--- src/rtl/core/ced_pkg.sv ---
// Shared types and constants for the escape sequence decoder.
`timescale 1ns / 1ps

package ced_pkg;

	// Depth of the queue between the decoder front and the output back.
	localparam int QUEUE_DEPTH = 4;
	localparam int QPTR_W      = $clog2(QUEUE_DEPTH);
	localparam int QCNT_W      = $clog2(QUEUE_DEPTH + 1);

	// One decoded input character: one or two bytes waiting for output.
	typedef struct packed {
		logic       two;
		logic [7:0] b0;
		logic [7:0] b1;
	} ced_entry_t;

endpackage

--- src/rtl/core/ced_front.sv ---
// Decoder front: accepts characters, tracks escape state and queues the decoded bytes.
`timescale 1ns / 1ps

module ced_front (
	input  logic                clk,
	input  logic                arst_n,
	input  logic                in_valid,
	output logic                in_ready,
	input  logic [7:0]          char_in,
	input  logic                string_end,
	output logic                push_valid,
	input  logic                push_ready,
	output ced_pkg::ced_entry_t push_entry
);

	// Number mode codes; the spare code behaves as no number.
	localparam logic [1:0] MODE_NONE = 2'd0;
	localparam logic [1:0] MODE_OCT  = 2'd1;
	localparam logic [1:0] MODE_HEX  = 2'd2;

	localparam logic [1:0] OCT_DIGITS = 2'd3;
	localparam logic [1:0] HEX_DIGITS = 2'd2;

	localparam logic [7:0] CH_BSLASH = 8'h5C;
	localparam logic [7:0] CH_B      = 8'h62;
	localparam logic [7:0] CH_F      = 8'h66;
	localparam logic [7:0] CH_N      = 8'h6E;
	localparam logic [7:0] CH_R      = 8'h72;
	localparam logic [7:0] CH_T      = 8'h74;
	localparam logic [7:0] CH_V      = 8'h76;
	localparam logic [7:0] CH_X      = 8'h78;

	localparam logic [7:0] CTL_BS = 8'h08;
	localparam logic [7:0] CTL_FF = 8'h0C;
	localparam logic [7:0] CTL_LF = 8'h0A;
	localparam logic [7:0] CTL_CR = 8'h0D;
	localparam logic [7:0] CTL_HT = 8'h09;
	localparam logic [7:0] CTL_VT = 8'h0B;

	logic       esc_q;
	logic [1:0] mode_q;
	logic [1:0] cnt_q;
	logic [8:0] acc_q;

	logic       esc_d;
	logic [1:0] mode_d;
	logic [1:0] cnt_d;
	logic [8:0] acc_d;

	logic [1:0] nres;
	logic [7:0] r0;
	logic [7:0] r1;
	logic       consumed;
	logic       do_close;
	logic       is_oct;
	logic       is_hex;
	logic [3:0] hex_val;
	logic       accept;

	// Digit classification of the incoming character.
	always_comb begin
		is_oct  = char_in inside {[8'h30:8'h37]};
		is_hex  = 1'b1;
		hex_val = 4'd0;
		if (char_in inside {[8'h30:8'h39]}) begin
			hex_val = char_in[3:0];
		end else if (char_in inside {[8'h61:8'h66]} || char_in inside {[8'h41:8'h46]}) begin
			hex_val = 4'(char_in[2:0] + 3'd1) + 4'd8;
		end else begin
			is_hex = 1'b0;
		end
	end

	// Next state and up to two decoded bytes for the current character.
	always_comb begin
		esc_d    = esc_q;
		mode_d   = mode_q;
		cnt_d    = cnt_q;
		acc_d    = acc_q;
		nres     = 2'd0;
		r0       = 8'd0;
		r1       = 8'd0;
		consumed = 1'b0;
		do_close = 1'b0;

		// An open number either takes the character as a digit or is closed.
		case (mode_q)
			MODE_OCT: begin
				if (is_oct) begin
					acc_d    = {acc_q[5:0], char_in[2:0]};
					cnt_d    = cnt_q + 2'd1;
					consumed = 1'b1;
					do_close = (cnt_d == OCT_DIGITS);
				end else begin
					do_close = 1'b1;
				end
			end
			MODE_HEX: begin
				if (is_hex) begin
					acc_d    = {acc_q[4:0], hex_val};
					cnt_d    = cnt_q + 2'd1;
					consumed = 1'b1;
					do_close = (cnt_d == HEX_DIGITS);
				end else begin
					do_close = 1'b1;
				end
			end
			MODE_NONE: begin
			end
			default: begin
				mode_d = MODE_NONE;
				cnt_d  = 2'd0;
				acc_d  = 9'd0;
			end
		endcase

		if (do_close) begin
			if (mode_q == MODE_OCT || (mode_q == MODE_HEX && cnt_d != 2'd0)) begin
				r0   = acc_d[7:0];
				nres = 2'd1;
			end
			mode_d = MODE_NONE;
			cnt_d  = 2'd0;
			acc_d  = 9'd0;
		end

		// Ordinary handling of a character that no number took.
		if (!consumed) begin
			if (esc_q) begin
				esc_d = 1'b0;
				case (char_in)
					CH_B:    begin r1 = CTL_BS; end
					CH_F:    begin r1 = CTL_FF; end
					CH_N:    begin r1 = CTL_LF; end
					CH_R:    begin r1 = CTL_CR; end
					CH_T:    begin r1 = CTL_HT; end
					CH_V:    begin r1 = CTL_VT; end
					default: begin r1 = char_in; end
				endcase
				if (char_in == CH_X) begin
					mode_d = MODE_HEX;
					cnt_d  = 2'd0;
					acc_d  = 9'd0;
				end else if (is_oct) begin
					mode_d = MODE_OCT;
					cnt_d  = 2'd1;
					acc_d  = {6'd0, char_in[2:0]};
				end else if (nres == 2'd0) begin
					r0   = r1;
					r1   = 8'd0;
					nres = 2'd1;
				end else begin
					nres = 2'd2;
				end
			end else if (char_in == CH_BSLASH) begin
				esc_d = 1'b1;
			end else if (nres == 2'd0) begin
				r0   = char_in;
				nres = 2'd1;
			end else begin
				r1   = char_in;
				nres = 2'd2;
			end
		end

		// End of string closes whatever is still open.
		if (string_end) begin
			if (mode_d != MODE_NONE) begin
				if (mode_d == MODE_OCT || (mode_d == MODE_HEX && cnt_d != 2'd0)) begin
					if (nres == 2'd0) begin
						r0   = acc_d[7:0];
						nres = 2'd1;
					end else if (nres == 2'd1) begin
						r1   = acc_d[7:0];
						nres = 2'd2;
					end
				end
				mode_d = MODE_NONE;
				cnt_d  = 2'd0;
				acc_d  = 9'd0;
			end
			esc_d = 1'b0;
		end
	end

	// The queue's free space alone gates intake.
	assign in_ready   = push_ready;
	assign accept     = in_valid && push_ready;
	assign push_valid = in_valid && (nres != 2'd0);

	always_comb begin
		push_entry.two = (nres == 2'd2);
		push_entry.b0  = r0;
		push_entry.b1  = r1;
	end

	// Escape and number state.
	always_ff @(posedge clk or negedge arst_n) begin
		if (!arst_n) begin
			esc_q  <= 1'b0;
			mode_q <= MODE_NONE;
			cnt_q  <= 2'd0;
			acc_q  <= 9'd0;
		end else if (accept) begin
			esc_q  <= esc_d;
			mode_q <= mode_d;
			cnt_q  <= cnt_d;
			acc_q  <= acc_d;
		end
	end

endmodule

--- src/rtl/core/ced_queue.sv ---
// Short queue of decoded entries between the decoder front and the output back.
`timescale 1ns / 1ps

module ced_queue (
	input  logic                clk,
	input  logic                arst_n,
	input  logic                push_valid,
	output logic                push_ready,
	input  ced_pkg::ced_entry_t push_entry,
	output logic                pop_valid,
	input  logic                pop_ready,
	output ced_pkg::ced_entry_t pop_entry
);

	ced_pkg::ced_entry_t              mem_q [ced_pkg::QUEUE_DEPTH];
	logic [ced_pkg::QPTR_W-1:0]       wr_ptr_q;
	logic [ced_pkg::QPTR_W-1:0]       rd_ptr_q;
	logic [ced_pkg::QCNT_W-1:0]       count_q;
	logic                             do_push;
	logic                             do_pop;

	assign push_ready = (count_q != ced_pkg::QCNT_W'(ced_pkg::QUEUE_DEPTH));
	assign pop_valid  = (count_q != '0);
	assign pop_entry  = mem_q[rd_ptr_q];
	assign do_push    = push_valid && push_ready;
	assign do_pop     = pop_valid && pop_ready;

	// Pointers wrap naturally since the depth is a power of two.
	always_ff @(posedge clk or negedge arst_n) begin
		if (!arst_n) begin
			wr_ptr_q <= '0;
			rd_ptr_q <= '0;
			count_q  <= '0;
		end else begin
			if (do_push) begin
				wr_ptr_q <= wr_ptr_q + 1'b1;
			end
			if (do_pop) begin
				rd_ptr_q <= rd_ptr_q + 1'b1;
			end
			if (do_push && !do_pop) begin
				count_q <= count_q + 1'b1;
			end else if (!do_push && do_pop) begin
				count_q <= count_q - 1'b1;
			end
		end
	end

	// Entry storage.
	always_ff @(posedge clk) begin
		if (do_push) begin
			mem_q[wr_ptr_q] <= push_entry;
		end
	end

endmodule

--- src/rtl/core/ced_back.sv ---
// Output back: splits queued entries into single bytes behind an output register.
`timescale 1ns / 1ps

module ced_back (
	input  logic                clk,
	input  logic                arst_n,
	input  logic                pop_valid,
	output logic                pop_ready,
	input  ced_pkg::ced_entry_t pop_entry,
	output logic                out_valid,
	input  logic                out_ready,
	output logic [7:0]          byte_out,
	output logic                run_last
);

	logic       out_valid_q;
	logic [7:0] byte_q;
	logic       last_q;
	logic       sel_q;
	logic       load;
	logic       first_of_two;

	// The output register takes a new byte when empty or being drained.
	assign load         = !out_valid_q || out_ready;
	assign first_of_two = pop_entry.two && !sel_q;
	assign pop_ready    = load && !first_of_two;

	assign out_valid = out_valid_q;
	assign byte_out  = byte_q;
	assign run_last  = last_q;

	// Control: output valid and which byte of a two-byte entry is next.
	always_ff @(posedge clk or negedge arst_n) begin
		if (!arst_n) begin
			out_valid_q <= 1'b0;
			sel_q       <= 1'b0;
		end else if (load) begin
			out_valid_q <= pop_valid;
			if (pop_valid) begin
				sel_q <= first_of_two;
			end
		end
	end

	// Output payload.
	always_ff @(posedge clk) begin
		if (load && pop_valid) begin
			byte_q <= sel_q ? pop_entry.b1 : pop_entry.b0;
			last_q <= !first_of_two;
		end
	end

endmodule

--- src/rtl/core/c_escape_sequence_decoder.sv ---
// Top level of the C escape sequence decoder.
//
//   Channel  Signals                          Direction  Transfer when
//   input    char_in, string_end              in         in_valid && in_ready
//   output   byte_out, run_last               out        out_valid && out_ready
//
// One character is taken per cycle while the queue has room; the front decodes it in that cycle.
// A character gives zero, one or two bytes; the output register sends one
// byte per cycle while out_ready is high, so a two-byte character leaves as two bytes in turn.
// A byte passes from its character's transfer into the queue and then into the output register,
// and it can leave once it is in the output register.
// A four-entry queue absorbs output stalls; intake stops only when it is full.
// Reset clears the escape state, empties the queue and clears the output valid.
`timescale 1ns / 1ps

module c_escape_sequence_decoder (
	input  logic       clk,
	input  logic       arst_n,
	input  logic       in_valid,
	output logic       in_ready,
	input  logic [7:0] char_in,
	input  logic       string_end,
	output logic       out_valid,
	input  logic       out_ready,
	output logic [7:0] byte_out,
	output logic       run_last
);

	logic                push_valid;
	logic                push_ready;
	ced_pkg::ced_entry_t push_entry;
	logic                pop_valid;
	logic                pop_ready;
	ced_pkg::ced_entry_t pop_entry;

	ced_front u_front (
		.clk        (clk),
		.arst_n     (arst_n),
		.in_valid   (in_valid),
		.in_ready   (in_ready),
		.char_in    (char_in),
		.string_end (string_end),
		.push_valid (push_valid),
		.push_ready (push_ready),
		.push_entry (push_entry)
	);

	ced_queue u_queue (
		.clk        (clk),
		.arst_n     (arst_n),
		.push_valid (push_valid),
		.push_ready (push_ready),
		.push_entry (push_entry),
		.pop_valid  (pop_valid),
		.pop_ready  (pop_ready),
		.pop_entry  (pop_entry)
	);

	ced_back u_back (
		.clk       (clk),
		.arst_n    (arst_n),
		.pop_valid (pop_valid),
		.pop_ready (pop_ready),
		.pop_entry (pop_entry),
		.out_valid (out_valid),
		.out_ready (out_ready),
		.byte_out  (byte_out),
		.run_last  (run_last)
	);

endmodule

--- config.mk ---
export PLATFORM = sky130hd
export DESIGN_NAME = c_escape_sequence_decoder
export DESIGN_NICKNAME = d
export VERILOG_FILES = /design/src/rtl/core/ced_pkg.sv /design/src/rtl/core/ced_front.sv /design/src/rtl/core/ced_queue.sv /design/src/rtl/core/ced_back.sv /design/src/rtl/core/c_escape_sequence_decoder.sv
export SDC_FILE = /design/constraint.sdc
export NUM_CORES = 1
export LEC_CHECK = 0
export ABC_CLOCK_PERIOD_IN_PS = 8900
export CAP_MARGIN = 10
export CORE_MARGIN = 3
export CORE_UTILIZATION = 42
export CTS_CLUSTER_SIZE = 12
export DETAILED_ROUTE_END_ITERATION = 8
export DONT_BUFFER_PORTS = 1
export HOLD_SLACK_MARGIN = 0.03
export SLEW_MARGIN = 25
export SYNTH_ARGS = -nofsm -noshare
export SYNTH_HDL_FRONTEND = slang
export SYNTH_SLANG_ARGS = --single-unit
--- constraint.sdc ---
create_clock -name clk -period 8.9 [get_ports clk]
set_input_delay 0.89 -clock clk [delete_from_list [all_inputs] [get_ports clk]]
set_output_delay 0.89 -clock clk [all_outputs]
set_load 0.01 [all_outputs]
# Word-level counts from Yosys, hierarchy flattened
# Memory sizes are Yosys's and may differ from the RTL's.
# Index checks and enable logic that the tools add are counted.
# word_totals
ramBits	68
reg_bits	32
output_inout_bits	11
mem_count	1
word_cells	166
input_bits	13
# classes
eq_ne	18
n_lt_le_gt_ge	7
reduce_logical	36
mux	86
n_addsub	7
# mem_list
memory	words	width	read_ports	rd_clocked_by_memory_dff	write_ports	line	source
u_queue.mem_q	4	17	1	0	1	ced_queue.sv:15	ced_pkg::ced_entry_t mem_q [ced_pkg::QUEUE_DEPTH];
# ops
operator	count
two-way mux 8 bit	26
two-way mux 9 bit	9
== test 8 x 7 -> 1 bit (second input constant)	8
two-way mux 2 bit	29
one-hot mux 8 bit (6 select lines)	1
one-hot mux 9 bit (3 select lines)	1
>= comparator 8 x 7 -> 1 bit (second input constant)	2
<= comparator 8 x 6 -> 1 bit (second input constant)	2
<= comparator 8 x 7 -> 1 bit (second input constant)	2
logical AND 1 bit	15
two-way mux 1 bit	13
== test 2 bit (second input constant)	5
nonzero test 2 bit	5
>= comparator 8 x 6 -> 1 bit (second input constant)	1
two-way mux 4 bit	2
adder 2 x 1 -> 2 bit (second input constant)	3
== test 2 x 1 -> 1 bit (second input constant)	3
zero test 2 bit	3
two-way mux 3 bit	2
one-hot mux 2 bit (3 select lines)	1
zero test 1 bit	5
adder 3 x 1 -> 4 bit (second input constant)	1
adder 4 bit (second input constant)	1
logical OR 1 bit	4
8 further kinds	10

# Depth between registers and ports, before layout
# logic_depth
depth_word	31
ltp_mapped	25
mapped_depth_nobuf	23

# Hierarchy
# From an unflattened synthesis, not the netlist that was laid out.
# unflattened
hier_cells	464
area_unflattened_um2	5720.5
# modules_own_cells
mod	seq_area_each_um2	cells_each	area_per_inst_um2	n_inst
ced_queue	2217.1	124	2906.5	1
ced_front	325.3	313	2334.7	1
ced_back	320.3	27	479.2	1

# Least setup slack after synthesis
# OpenSTA, ideal clock, no wires.
# synth_timing
path_kind	in2reg
from	input port char_in[0]
to	register u_queue.count_q[2] in the netlist's numbering
path_buffers	2
setup_ps	79
arrival_time_ps	5224
slack_ps	3596
stages	24
cell_sequence	clkbuf_1 -> inv_1 -> ha_1 -> o21bai_1 -> a21o_1 -> o21ai_4 -> a221oi_1 -> nand3b_1 -> nand3_1 -> buf_2 -> inv_1 -> ha_1 -> nand3_1 -> o21ai_0 -> a32o_1 -> ha_1 -> and4b_1 -> a211oi_4 -> ha_1 -> inv_1 -> fa_1 -> xor2_1 -> nor2_1 -> xor2_1
# synth_between
elab_chain_len	30
word_cells_on_any_way	68
cone_classes	7 x order compare; 5 x eq/ne; 35 x mux; 21 x reduce/logical
# synth_lines
element	line	source
start: declaration	c_escape_sequence_decoder.sv:21	input logic [7:0] char_in,
>= comparator 8 x 7 -> 1 bit or <= comparator 8 x 7 -> 1 bit (tied branches)	ced_front.sv:67	end else if (char_in inside {[8'h61:8'h66]} || char_in inside {[8'h41:8'h46]}) begin
logical AND 1 bit	ced_front.sv:67	
logical OR 1 bit	ced_front.sv:67	
two-way mux 1 bit	ced_front.sv:67	
two-way mux 1 bit	ced_front.sv:65	if (char_in inside {[8'h30:8'h39]}) begin
two-way mux 2 bit	ced_front.sv:99	if (is_hex) begin
one-hot mux 2 bit (3 select lines)	ced_front.sv:87	case (mode_q)
nonzero test 2 bit	ced_front.sv:118	if (mode_q == MODE_OCT || (mode_q == MODE_HEX && cnt_d != 2'd0)) begin
[15 not listed]	-	
two-way mux 2 bit (*)	ced_front.sv:167	if (string_end) begin
nonzero test 2 bit (*)	ced_front.sv:189	assign push_valid = in_valid && (nres != 2'd0);
logical AND 1 bit (*)	ced_front.sv:189	
logical AND 1 bit (*)	ced_queue.sv:25	assign do_push = push_valid && push_ready;
net u_queue.do_push	ced_queue.sv:19	logic do_push;
zero test 1 bit	ced_queue.sv:43	end else if (!do_push && do_pop) begin
logical AND 1 bit	ced_queue.sv:43	
nonzero test 2 bit (no source line)	-	
end signal: assignment	ced_queue.sv:42	count_q <= count_q + 1'b1;
end signal: assignment	ced_queue.sv:44	count_q <= count_q - 1'b1;
end: declaration	ced_queue.sv:18	logic [ced_pkg::QCNT_W-1:0] count_q;
# Mark *: on every way through the listed nets, which the timed path passes. The rest lies on a longest branch.
# A chain may end at the register's enable or synchronous reset.

# Worst setup path after layout
# Same ends and word-level chain as after synthesis.

==> results.rst <==
.. list-table::
   :header-rows: 1

   * - Metric
     - Value
   * - Setup crit end kind
     - flop
   * - Initial standard-cell utilization of the core
     - 43.88%
   * - H-Tree Level Count
     - 3
   * - Slew at the pin closest to its max-slew limit
     - 0.8914 ns
   * - Detailed-routing iteration count for the pre-antenna-repair pass
     - 9
   * - Max-slew violation total from the final report
     - 0
   * - Inserted Diodes
     - 0
   * - Lkg Pwr
     - 2.097 nW
   * - Syn Inst Count
     - 433
   * - Top cells by area in the synthesized netlist
     - sky130_fd_sc_hd__edfxtp_1 (43%), sky130_fd_sc_hd__dfrtp_1 (10%), sky130_fd_sc_hd__mux4_2 (7.1%)
   * - Pre-CTS setup slack
     - 3.168 ns
   * - Number of synthesized flops with an enable pin
     - 77
   * - Post-cts repair resize count
     - 0
   * - Async set-reset flop share out of synthesis
     - 22.22%
   * - Hold buffer count at CTS
     - 0
   * - Master cell of the clock root buffer
     - sky130_fd_sc_hd__clkbuf_16
   * - Number of buffers added by the clock tree synthesis step
     - 9
   * - Internal power consumption
     - 0.9767 mW
   * - Via count of the first global-routing pass
     - 3529
   * - Number of setup violations in the final report
     - 0
   * - Area delta synth->final
     - 8.070%
   * - Num ports
     - 24
   * - Pin count of the biggest net entering global routing
     - 24
   * - Combinational group share of total power
     - 23.4%
   * - Leading register cell type out of synthesis
     - sky130_fd_sc_hd__edfxtp_1
   * - Overall power of the completed layout
     - 1.368 mW
   * - Post-route clock skew
     - 0.007531 ns
   * - Proportion of layout cells with a drive suffix above 1
     - 13.36%
   * - Number of antenna-violating nets in the routed design
     - 0
   * - RSZ-0062 raised after global routing
     - false
   * - TritonCTS clock tree
     - built
   * - Share of the synthesized area in the top cell type
     - 42.98%
   * - Cell class contributing the biggest share of worst-path delay
     - compound AO/OA/AOI/OAI gates
   * - Most common cell in the netlist
     - sky130_fd_sc_hd__edfxtp_1
   * - Maximum Capacitance Violations
     - 0
   * - Netlist area before placement
     - 5380 µm²
   * - Count of synthesis-stage warnings from yosys
     - 0
   * - Outcome
     - completed
   * - Signal arrival time at the worst endpoint
     - 5.66 ns
   * - Flop and latch count out of synthesis
     - 99
   * - Filler Cell Count
     - 1093
   * - Worst IR drop on VDD
     - 0.09770 mV
   * - Drt first-iter violations
     - 368
   * - Number of buffers inserted by port buffering
     - 0
   * - Clock-pin slew of the registers on the worst-case setup and hold paths
     - 0.06 ns
   * - Crit path max fanout
     - 12
   * - Part of the power in registers
     - 50.6%
   * - Global-route wire length before repair
     - 19440 µm
   * - Total routed wirelength
     - 12030 µm
   * - Average vias per placed instance
     - 5.924
   * - Number of rows created at floorplan
     - 40
   * - Number of DRC violations after detailed routing
     - 0
   * - Routability Congestion
     - 0.9275
   * - Sequential standard cell area
     - 2863 µm²
   * - Post-layout net count
     - 465
   * - Routed WL per cell
     - 19.99 µm
   * - Antenna violations before repair
     - 0
   * - Class of the most critical hold timing path
     - in -> async
   * - Worst path most repeated cell
     - sky130_fd_sc_hd__ha_1
   * - Number of buffers between clock root and the deepest sink
     - 2
   * - Switching Power
     - 0.3911 mW
   * - Detailed Place HPWL
     - 8718 µm
   * - Core ar.
     - 12260 µm²
   * - Number of clock sinks seen by CTS
     - 99
   * - Final Hold Violating Endpoints
     - 0
   * - Worst relative slew slack
     - 40.57%
   * - Area used by multi-input combinational logic
     - 2374 µm²
   * - Count of buffer and inverter cells on the critical path
     - 3
   * - Mean Syn Cell Area
     - 12.43 µm²
   * - Highest Clock Rate
     - 185.4 MHz
   * - Part of the Yosys area used for sequential elements
     - 53.21%
   * - Share of the cycle needed by the critical path after routing
     - 60.61%
   * - Setup total negative slack
     - 0 ns
   * - X dimension of the die
     - 119.2 µm
   * - Library cell with the largest summed area after synthesis
     - sky130_fd_sc_hd__edfxtp_1
   * - Number of distinct library cells after synthesis
     - 74
   * - Global-route usage over all layers
     - 17.64%
   * - Path type of the worst setup path
     - in -> reg
   * - Post-synthesis net count
     - 469
   * - Final Worst Setup Slack
     - 3.506 ns
   * - Detailed-route via count
     - 3566
   * - Die ar.
     - 14200 µm²
   * - Data required time at the worst endpoint
     - 9.17 ns
   * - Switching share of power
     - 28.59%
   * - Clock power frac
     - 26.0%
   * - Leftover overflow at the end of global routing
     - 0
   * - Highest-delay cell along the critical path
     - sky130_fd_sc_hd__a2111oi_0
   * - Skew-Pair Late Insertion Delay
     - 0.34 ns
   * - Vertical die dimension
     - 119.2 µm
   * - Critical path, cell by cell
     - inv_1 -> ha_1 -> o21bai_1 -> a21oi_1 -> a2111oi_0 -> a221oi_1 -> nand3b_1 -> nand3_1 -> inv_1 -> ha_1 -> nand3_1 -> o21ai_0 -> a32o_1 -> ha_1 -> and4b_1 -> a211oi_4 -> ha_1 -> inv_1 -> fa_1 -> xor2_1 -> nor2_1 -> xor2_1
   * - Minimum clock period after layout
     - 5.394 ns
   * - Post-CTS Setup Repair Bufs
     - 0
   * - Total power per unit cell area
     - 235.2 nW/µm²
   * - Peak per-stage delay on the critical path
     - 0.43 ns
   * - Launching element type of the critical path
     - input pin
   * - Most common library cells after synthesis
     - sky130_fd_sc_hd__edfxtp_1 (77), sky130_fd_sc_hd__nand2_1 (41), sky130_fd_sc_hd__nor2_1 (30)
## cell usage in the layout (no fill, tap or decap), types with 4 or more instances in the layout
master	count
sky130_fd_sc_hd__dfrtp_1	22
sky130_fd_sc_hd__clkbuf_16	9
sky130_fd_sc_hd__nand2_1	41
sky130_fd_sc_hd__nand3_1	7
sky130_fd_sc_hd__mux4_2	17
sky130_fd_sc_hd__a211oi_1	4
sky130_fd_sc_hd__nand2b_1	4
sky130_fd_sc_hd__ha_1	22
sky130_fd_sc_hd__a22oi_1	4
sky130_fd_sc_hd__a32o_1	4
sky130_fd_sc_hd__mux2i_1	11
sky130_fd_sc_hd__inv_1	22
sky130_fd_sc_hd__a21oi_1	22
sky130_fd_sc_hd__a222oi_1	4
sky130_fd_sc_hd__nor3_1	6
sky130_fd_sc_hd__mux2_2	9
sky130_fd_sc_hd__a22o_1	6
sky130_fd_sc_hd__edfxtp_1	77
sky130_fd_sc_hd__o21ai_0	17
sky130_fd_sc_hd__and2_1	8
sky130_fd_sc_hd__nor2_1	30
## final timing paths
kind	cells after the start	end	slack, ns	start
setup / recovery	22	u_queue.count_q[2]$_DFFE_PN0P_	3.51	char_in[0]
hold / removal	0	u_back.sel_q$_DFFE_PN0P_	0.24	arst_n
setup reg to reg	21	u_queue.count_q[2]$_DFFE_PN0P_	3.82	u_front.mode_q[0]$_DFFE_PN0P_
hold reg to reg	1	u_queue.count_q[2]$_DFFE_PN0P_	0.49	u_queue.count_q[2]$_DFFE_PN0P_
max in group asynchronous	0	u_front.acc_q[0]$_DFFE_PN0P_	8.58	arst_n
min in group clk	1	u_queue.count_q[2]$_DFFE_PN0P_	0.49	u_queue.count_q[2]$_DFFE_PN0P_
## routing by layer
metal | part of all wire, % | GRT usage [%]
met1 | 44 | 23.96
met2 | 48 | 27.83
met3 | 4.9 | 3.181
met4 | 3.0 | 7.603
met5 | 0 | 0
## cell type report
type                            count  share of cell area (%)
Clock inverter                      5                  0.6456
Tap cell                          168                   3.615
Sequential cell                    99                   49.24
Multi-Input combinational cell    295                   40.82
Clock buffer                       11                   4.003
Inverter                           22                   1.420
Timing Repair Buffer                2                  0.2582
## power by group through the flow
stage               combinational, mW  clock [mW]  sequential (mW)
CTS                             0.331       0.361            0.696
detailed placement              0.329           0            0.706
floorplan                       0.282           0            0.665
finish                          0.320       0.356            0.692
global placement                0.320           0            0.700
global route                    0.361       0.383            0.704
## logic make-up (layout without fill, tap and decap cells)
family                   count (synthesis)  after routing  synth area share (%)
AO/OA/AOI/OAI                          105            105                 14.72
XOR/XNOR                                 6              6                0.9769
adder cells (fa/ha/maj)                 23             23                 5.488
buffers and inverters                   39             40                 2.768
flip-flops                              99             99                 53.21
multiplexers                            38             38                 11.33
AND/OR/NAND/NOR                        123            123                 11.51
## state kept, by name, indices dropped and copies added, names as in the netlist
| name | cells |
|---|---|
| u_queue.wr_ptr_q | 2 |
| u_queue.count_q | 3 |
| u_front.mode_q | 2 |
| u_back.run_last | 1 |
| u_front.acc_q | 8 |
| u_queue.rd_ptr_q | 2 |
| u_queue.mem_q | 68 |
| u_back.out_valid | 1 |
| u_front.cnt_q | 2 |
| u_front.esc_q | 1 |
| u_back.byte_out | 8 |
| u_back.sel_q | 1 |
## metrics by stage
step / hold slack [ns] / instances / utilization [%] / instance area (µm²)
final: 0.2381 / 602 / 47.42 / 5814
after global routing: 0.2159 / 602 / 47.42 / 5814
after CTS: 0.2261 / 602 / 47.38 / 5809
after detailed placement: 0.4876 / 586 / 45.17 / 5539
after global placement: 0.4791 / 586 / 45.17 / 5539
after floorplan: 0.4500 / 433 / - / 5380
Power figures use the tool's default switching activity.
